`src/sv/smm_pkg.sv`:
```
// Shared constants, command codes and types for the square matrix multiplier.
package smm_pkg;

    localparam int MAX_SIZE_DEF      = 32;
    localparam int ELEMENT_WIDTH_DEF = 16;

    localparam int CMD_W   = 2;
    localparam int ROW_W   = 5;
    localparam int VALUE_W = 16;
    localparam int SUM_W   = 37;
    localparam int SIZE_W  = 6;

    localparam int APB_DATA_W = 32;
    localparam int PADDR_W    = 2;

    localparam logic [CMD_W-1:0] CMD_WR_A    = 2'd0;
    localparam logic [CMD_W-1:0] CMD_WR_B    = 2'd1;
    localparam logic [CMD_W-1:0] CMD_COMPUTE = 2'd2;

    localparam logic [PADDR_W-1:0] ADDR_MATRIX_SIZE = 2'd0;
    localparam logic [SIZE_W-1:0]  SIZE_RESET       = 6'd32;

    typedef struct packed {
        logic clear;
        logic vld;
    } t_mac_ctl;

endpackage

```
`src/sv/smm_mac.sv`:
```
// Multiply-accumulate unit: registered product, then exact wide accumulation.
module smm_mac #(
    parameter int ELEM_W = smm_pkg::ELEMENT_WIDTH_DEF
) (
    input  logic                            i_clk,
    input  logic                            i_rst_n,
    input  smm_pkg::t_mac_ctl               i_ctl,
    input  logic signed [ELEM_W-1:0]        i_a,
    input  logic signed [ELEM_W-1:0]        i_b,
    output logic                            o_busy,
    output logic signed [smm_pkg::SUM_W-1:0] o_acc
);
    import smm_pkg::*;

    localparam int PROD_W = 2 * ELEM_W;

    logic signed [PROD_W-1:0] r_prod;
    logic                     r_prod_vld;
    logic signed [SUM_W-1:0]  r_acc;

    always_ff @(posedge i_clk) begin
        if (!i_rst_n) begin
            r_prod_vld <= 1'b0;
        end else begin
            r_prod_vld <= i_ctl.vld;
        end
    end

    always_ff @(posedge i_clk) begin
        if (i_ctl.vld) begin
            r_prod <= i_a * i_b;
        end
    end

    // Sum wraps at SUM_W bits, never saturates.
    always_ff @(posedge i_clk) begin
        if (i_ctl.clear) begin
            r_acc <= '0;
        end else if (r_prod_vld) begin
            r_acc <= r_acc + {{(SUM_W-PROD_W){r_prod[PROD_W-1]}}, r_prod};
        end
    end

    assign o_busy = r_prod_vld;
    assign o_acc  = r_acc;
endmodule
```
`config.mk`:
```
export PLATFORM = sky130hd
export DESIGN_NAME = smm_mac
export DESIGN_NICKNAME = d
export VERILOG_FILES = /design/src/sv/smm_pkg.sv /design/src/sv/smm_mac.sv
export SDC_FILE = /design/constraint.sdc
export NUM_CORES = 1
export LEC_CHECK = 0
export ABC_AREA = 1
export BUFFER_PORTS_ARGS = -buffer_cell sky130_fd_sc_hd__clkbuf_2
export CORE_MARGIN = 2
export CORE_UTILIZATION = 50
export CTS_CLUSTER_DIAMETER = 60
export DETAILED_ROUTE_END_ITERATION = 12
export PLACE_DENSITY = 0.73
export SLEW_MARGIN = 20
export SYNTH_ARGS = -nofsm -noshare
export SYNTH_HDL_FRONTEND = slang
export SYNTH_SLANG_ARGS = --single-unit
```
`constraint.sdc`:
```
create_clock -name i_clk -period 17 [get_ports i_clk]
set_clock_uncertainty 0.2 [all_clocks]
set_input_delay 1.7 -clock i_clk [delete_from_list [all_inputs] [get_ports i_clk]]
set_output_delay 1.7 -clock i_clk [all_outputs]
set_load 0.02 [all_outputs]
```
==> impl_results.md, run 1 <==
- TritonCTS clock tree: built
- Worst Hold Depth: 2
- Seq cells post-synth: 70
- Core Area: slightly above 30,000 um^2
- Crit path largest cell delay: about 0.83 ns
- Fin crit period: approximately 7.3 ns
- Setup WS post-layout: between 9 and 10 ns
- CP Class: in -> reg
- Clock sinks: 70
- # hold bufs at CTS: 0
- Worst setup EP type: register
- CTS resizes: 0
- Worst R2R Start: o_acc[0]
- CP Cell Sequence: clkbuf_2 -> nand2_1 -> inv_1 -> fa_1 -> fa_1 -> inv_1 -> fa_1 -> fa_1 -> fa_1 -> fa_1 -> inv_1 -> ha_1 -> nand2_1 -> nor2_1 -> nand4_1 -> nor4_1 -> nand2_1 -> inv_1 -> nor2_1 -> nand3_1 -> nand2_1
- Final net count: roughly 2.5k
- First-pass GRT wire length: 65,500 um
- Multiplexer share of the synthesized area: 0%
- Part of the cycle the worst path needs: 43.0%
- Asr flop ratio synth: 0%
- Drt total wl: 39,200 um
- Pre-CTS setup slack: ~9.3 ns
- Crit-path most repeated cell: fa_1
- Mapped Cells: about 2.1k
- Initial drt markers: between 700 and 800
- Final setup fails: 0
- RSZ-0062 raised after global routing: false
- Rows: 64
- Sequential area share after synthesis: between 10% and 20%
- Number of diodes: 0
- Top-area cell type share of the netlist area: around a third
- Gr usage total: 26.2%
- Clock Latency Late Sink: roughly 0.35 ns
- Worst-path clk slew: about 0.060 ns
- FF-to-FF End: o_acc[18]
- Top-count cell post-synth: inv_1
- Most used DFF post-synth: dfxtp_1
- Initial antenna violation count: 0
- ANT nets after route: 0
- Largest net degree at the start of global routing: 58
- Synth cell types: about 40
- Chip Width: 179 um
- DR DRC count: 0
- H-Tree Depth: 3
- Post-CTS Setup Bufs: 0
- R2r setup slk: 14.40 ns
- Critical path launch point type: primary input
- Fill cells: approximately 3k
- # port buffers: 73
- Number of enable flip-flop cells after synthesis: 32
- Die height: between 150 and 200 um
- Vias in the first global route: ~13k
- Compound-Gate Fraction of Synth Area: under 10%
- Post-route insts no fill: between 2k and 2.5k
- Root Driver: clkbuf_16
- Final HPWL DP: roughly 33,000 um
- Critical Path Slowest Stage Cell: fa_1
- Min Hold Slack: 0.292 ns
- Synth warnings: 0
- CP endpoint: r_prod[31]
- Max-Slew Margin vs Limit: a little over two fifths
- Net Count, Synth: approximately 2.5k
- Inst Count DP: between 2k and 2.5k
- Critical Path AT: just over 7 ns
- Hold Path Class: reg -> reg
- Synth-to-Final Area Change: 5.95%
- Via density: between 5 and 6
- Final Hold Viols: 0
- Worst Max-Slew Pin Slew: about 0.86 ns
- Total number of vias: between 10k and 15k
- Req. time, crit path: between 15 and 20 ns
- Die area: between 30,000 and 40,000 um^2
- Worst setup startpoint: i_b[1]
- Synth area leader: fa_1
- Worst Path Max Fanout: 16
- Post-synthesis adder-cell area fraction: 44.0%
- Deepest clock path buffer count: 2
- Num CTS Buffers: 9
- Layout cells sized above 1: just under 6%
- Max-cap violations: 0
- Total negative setup slack: 0 ns
- Most frequent cells after synthesis: 539 x inv_1, 486 x nand2_1, 263 x fa_1, 181 x nor2_1, 118 x ha_1
- Final Max Slew Viols: 0
- Cell area after synthesis: between 15,000 and 20,000 um^2
- Syn Area/Cell: between 7 and 8 um^2
- Outcome: finished, final reports clean
- Avg WL per Cell: 15.8 um
- XOR/XNOR Fraction of Synth Area: 2.86%
- Simple logic cell fraction of the synthesized area: roughly a fifth
- Num ports: between 70 and 80
- FF-to-FF path depth: 11
- GR Overflow Total: 0
- TritonRoute pass-1 iters: 7
- Gp weighted congestion: about 0.94
- Initial Util: between 50% and 60%
- Maximum clock frequency: roughly 140 MHz
- Largest family of logic cells by synthesized area: adder cells
- Top post-synthesis cells by area: fa_1 34%, inv_1 13%, nand2_1 12%, ha_1 9.6%, edfxtp_1 6.3%
## kinds of logic (layout without fill, tap and decap cells)
family / Yosys count / in the layout
XOR/XNOR: 50 / 50
buffers and inverters: 612 / 632
flip-flops: 70 / 70
AND/OR/NAND/NOR: 783 / 783
AO/OA/AOI/OAI: 166 / 166
adder cells (fa/ha/maj): 381 / 381
## registers in the layout (all words and copies together), names as in the netlist
register,cells
r_prod,32
o_acc,37
o_busy,1
## critical path, delay by kind of cell
| family | cells | cell delay [ns] |
|---|---|---|
| buffers and inverters | 5 | 0.62 |
| and+or+nand+nor | 9 | 1.03 |
| adders and majority gates | 7 | 3.84 |
## stage by stage
step	area, um^2	utilization, %
2_1_floorplan	15300	-
3_3_place_gp	15900	52.4
3_5_place_dp	15900	52.4
4_1_cts	16200	53.4
5_1_grt	16200	53.4
6_report	16200	53.4
## routing by layer
metal	track usage [%]	vias up	part of all wire (%)
met5	0	-	0
met4	8.03	0	2.4
met3	2.74	79	5.2
met2	46.1	388	49
met1	33.9	6142	43
li1	-	6085	-
## worst min path at each step
stage,from,endpoint
final,o_acc[0],o_acc[0]
after global routing,o_acc[0],o_acc[0]
after CTS,o_acc[0],o_acc[0]
after detailed placement,o_acc[0],o_acc[0]
after global placement,o_acc[0],o_acc[0]
after floorplan,o_acc[0],o_acc[0]
## placed cells by master (no fill, tap or decap), types with 3 or more instances in the layout
master / instances
nor2_2: 4
nor2_1: 181
o21ai_1: 12
o21ai_2: 3
edfxtp_1: 32
o21bai_1: 9
nand2_2: 11
xor2_1: 41
inv_1: 539
or2_2: 4
xnor2_1: 9
o21ai_0: 49
nand3_1: 61
ha_1: 118
fa_1: 263
nand4_1: 18
clkbuf_16: 9
clkbuf_2: 73
a21oi_1: 67
clkinv_4: 3
a21o_1: 9
nor3_1: 10
dfxtp_1: 37
nand2_1: 486
a21oi_2: 4
## cell type report
cell class / instances / area (um^2) / area share, %
clock inverters: 7 / 81.3 / 0.501
flip-flops and latches: 70 / 1720 / 10.6
repair buffers: 74 / 373 / 2.30
multi-input cells: 1380 / 11300 / 69.6
well taps: 396 / 495 / 3.06
clock buffers: 9 / 225 / 1.39
inverters: 542 / 2030 / 12.5
Power of run 1 is not shown: default switching activity piles up to over one toggle a cycle in this logic, so the estimate is an artifact.
==> inputs of run 2 (changes only) <==
ABC_AREA = 0   (was 1)
clock period = 7.5 ns   (was 17 ns; I/O delays follow)
==> run 2 against run 1 <==
Effect of this change: critical path depth up 1; register-to-register slack worse by 10 ns; cell count down 23%; first-iteration DRC count down 23%; via count down 21%; final area down 8.2%; die area down 9.0%; critical path type unchanged; critical endpoint unchanged; largest cell class unchanged.
==> impl_results.md, run 2 <==
- Max reg flops: 37
- R2r setup slk: 4.10 ns
- First-pass GRT wire length: ~52,000 um
- Register area: roughly 1700 um^2
- Inst Count DP: ~1.9k
- Crit-path most repeated cell: fa_1
- Critical Path AT: 6.77 ns
- Worst-path clk slew: about 0.060 ns
- Initial antenna violation count: 0
- Outcome: finished, final reports clean
- Maximum clock frequency: 145 MHz
- Most common cell after layout, fill and taps aside: inv_1
- Fin util: between 50 and 60%
- Post-CTS Setup Bufs: 0
- Synth cell types: approximately 70
- Die height: around 170 um
- Top post-synthesis cells by area: fa_1 38%, ha_1 11%, inv_1 8.1%, edfxtp_1 6.9%, and2_1 5.7%
- Synth-to-Final Area Change: 7.08%
- Area of the multi-input gates: about 11,000 um^2
- Total negative setup slack: 0 ns
- Initial Util: between 50% and 60%
- Avg WL per Cell: ~16 um
- Most used DFF post-synth: dfxtp_1
- Buf+Inv Stages, Crit Path: 4
- FF-to-FF End: o_acc[36]
- Seq cells post-synth: 70
- Worst R2R Start: o_acc[0]
- Hold Path Sink: o_acc[28]
- Vias in the first global route: between 10k and 15k
- FF-to-FF path depth: 13
- Rows: 61
- Top-count cell post-synth: inv_1
- Cell area after synthesis: roughly 14,000 um^2
- Part of the cycle the worst path needs: approximately 92%
- Total number of vias: 10.1k
- Min Hold Slack: slightly below 0.3 ns
- TritonCTS clock tree: built
- Die area: just under 30,000 um^2
- Gr usage total: 22.3%
- Gp weighted congestion: around 0.89
- CTS resizes: 0
- Num ports: 74
- Critical Path Slowest Stage Cell: fa_1
- Cell family with most CP delay: adder cells
- Worst hold start: o_acc[28]
- CP Class: in -> reg
- Fin crit period: approximately 6.9 ns
- Syn Area/Cell: between 9 and 10 um^2
- Net Count, Synth: ~1.9k
- Clock sinks: 70
- Via density: around 5.3
- H-Tree Depth: 3
- Deepest clock path buffer count: 2
- Worst Max-Slew Pin Slew: 0.844 ns
- Clock Latency Late Sink: about 0.33 ns
- # port buffers: 73
- Crit path largest cell delay: 0.77 ns
- Largest net degree at the start of global routing: 50
- TritonRoute pass-1 iters: 5
- Number of enable flip-flop cells after synthesis: 32
- Worst Hold Depth: 2
- Critical path launch point type: primary input
- Worst setup EP type: register
- Synth warnings: 0
- Num CTS Buffers: 9
- ANT nets after route: 0
- Synth area leader: fa_1
- Chip Width: about 170 um
- Final Max Slew Viols: 0
- Commonest cells after routing, fill and taps aside: 299 x inv_1, 263 x fa_1, 151 x nand2_1
- Fill cells: 2,481
- Final Hold Viols: 0
- Initial drt markers: approximately 600
- Final net count: 1,951
- Crit path depth: 22
- Max-cap violations: 0
- Max-Slew Margin vs Limit: a little over two fifths
- Most frequent cells after synthesis: 299 x inv_1, 263 x fa_1, 151 x nand2_1, 127 x and2_1, 118 x ha_1
- Worst Path Max Fanout: 16
- DR DRC count: 0
- Mapped Cells: ~1.5k
- GR Overflow Total: 0
- Hold Path Class: reg -> reg
- CP Cell Sequence: clkbuf_2 -> nand2_1 -> inv_1 -> fa_1 -> fa_1 -> fa_1 -> fa_1 -> fa_1 -> inv_1 -> fa_1 -> inv_1 -> ha_1 -> a21o_1 -> a21o_1 -> a21o_1 -> a21o_1 -> a21oi_1 -> nand2_1 -> o221ai_1 -> o2111ai_1 -> a21oi_1 -> xnor2_1
- Drt total wl: 30,900 um
- RSZ-0062 raised after global routing: false
- Root Driver: clkbuf_16
- Req. time, crit path: around 7.4 ns
- # hold bufs at CTS: 0
- Asr flop ratio synth: 0%
- Top-area cell type share of the netlist area: 37.9%
- Final HPWL DP: between 20,000 and 30,000 um
- Layout cells sized above 1: 7.34%
- Core Area: 27,600 um^2
- Final setup fails: 0
- Post-route insts no fill: about 1.9k
- Sequential area share after synthesis: about an eighth
- Number of diodes: 0
run 2: cell count changes after synthesis, sizes merged, moves of 17 or more:
cell	before	now
nand2	497	151
mux2i	0	24
nor2	185	75
nand3	62	12
inv	541	299
clkbuf	67	40
o21ai	65	27
xnor2	9	53
and2	0	127
xor2	41	10
a21o	9	26
run 2: metal layers:
metal | GRT usage, % | vias up | wire [um] | share of wire [%]
met5 | 0 | - | 0 | 0
met4 | 5.24 | 0 | 667 | 2.2
met3 | 2.20 | 40 | 1170 | 3.8
met2 | 40.4 | 235 | 16200 | 52
met1 | 28.7 | 5067 | 12900 | 42
li1 | - | 4732 | - | -
run 2: through the flow:
stage | cell area [um^2] | setup slack, ns
3_5_place_dp | 14600 | 0.269
6_report | 14900 | 0.612
4_1_cts | 14900 | 0.616
2_1_floorplan | 13900 | 0.764
5_1_grt | 14900 | 0.272
3_3_place_gp | 14600 | 0.457
run 2: tightest hold or removal path, stage by stage, from the launching register on:
cell and delay [ns]:
dfxtp_1 0.32, nand2_1 0.05, o21ai_0 0.06
run 2: worst max-delay path by stage:
| stage | start | end | slack (ns) |
|---|---|---|---|
| after floorplan | i_b[1] | r_prod[31] | 0.76 |
| after global placement | i_a[15] | r_prod[31] | 0.46 |
| after detailed placement | i_a[15] | r_prod[31] | 0.27 |
| after CTS | i_a[15] | r_prod[31] | 0.62 |
| after global routing | i_a[15] | r_prod[31] | 0.27 |
| final | i_a[15] | r_prod[31] | 0.61 |
run 2: area by class of cell:
class,instances,area share [%]
Multi-Input combinational cell,1075,73.0
Sequential cell,70,11.6
Inverter,299,7.54
Tap cell,378,3.18
Timing Repair Buffer,79,2.76
Clock buffer,9,1.51
Clock inverter,7,0.387
run 2: cells by family (layout without fill, tap and decap cells):
logic type	Yosys count	count (layout)	share of synthesized area, %
DFF	70	70	12.4
buffers and inverters	347	394	9.40
adders and majority gates	381	381	48.5
and+or+nand+nor	423	423	14.9
muxes	25	25	1.84
xor gates and xnor gates	63	63	3.97
AOI/OAI and AO/OA	183	183	8.99
Power of run 2 is left out for the same reason.
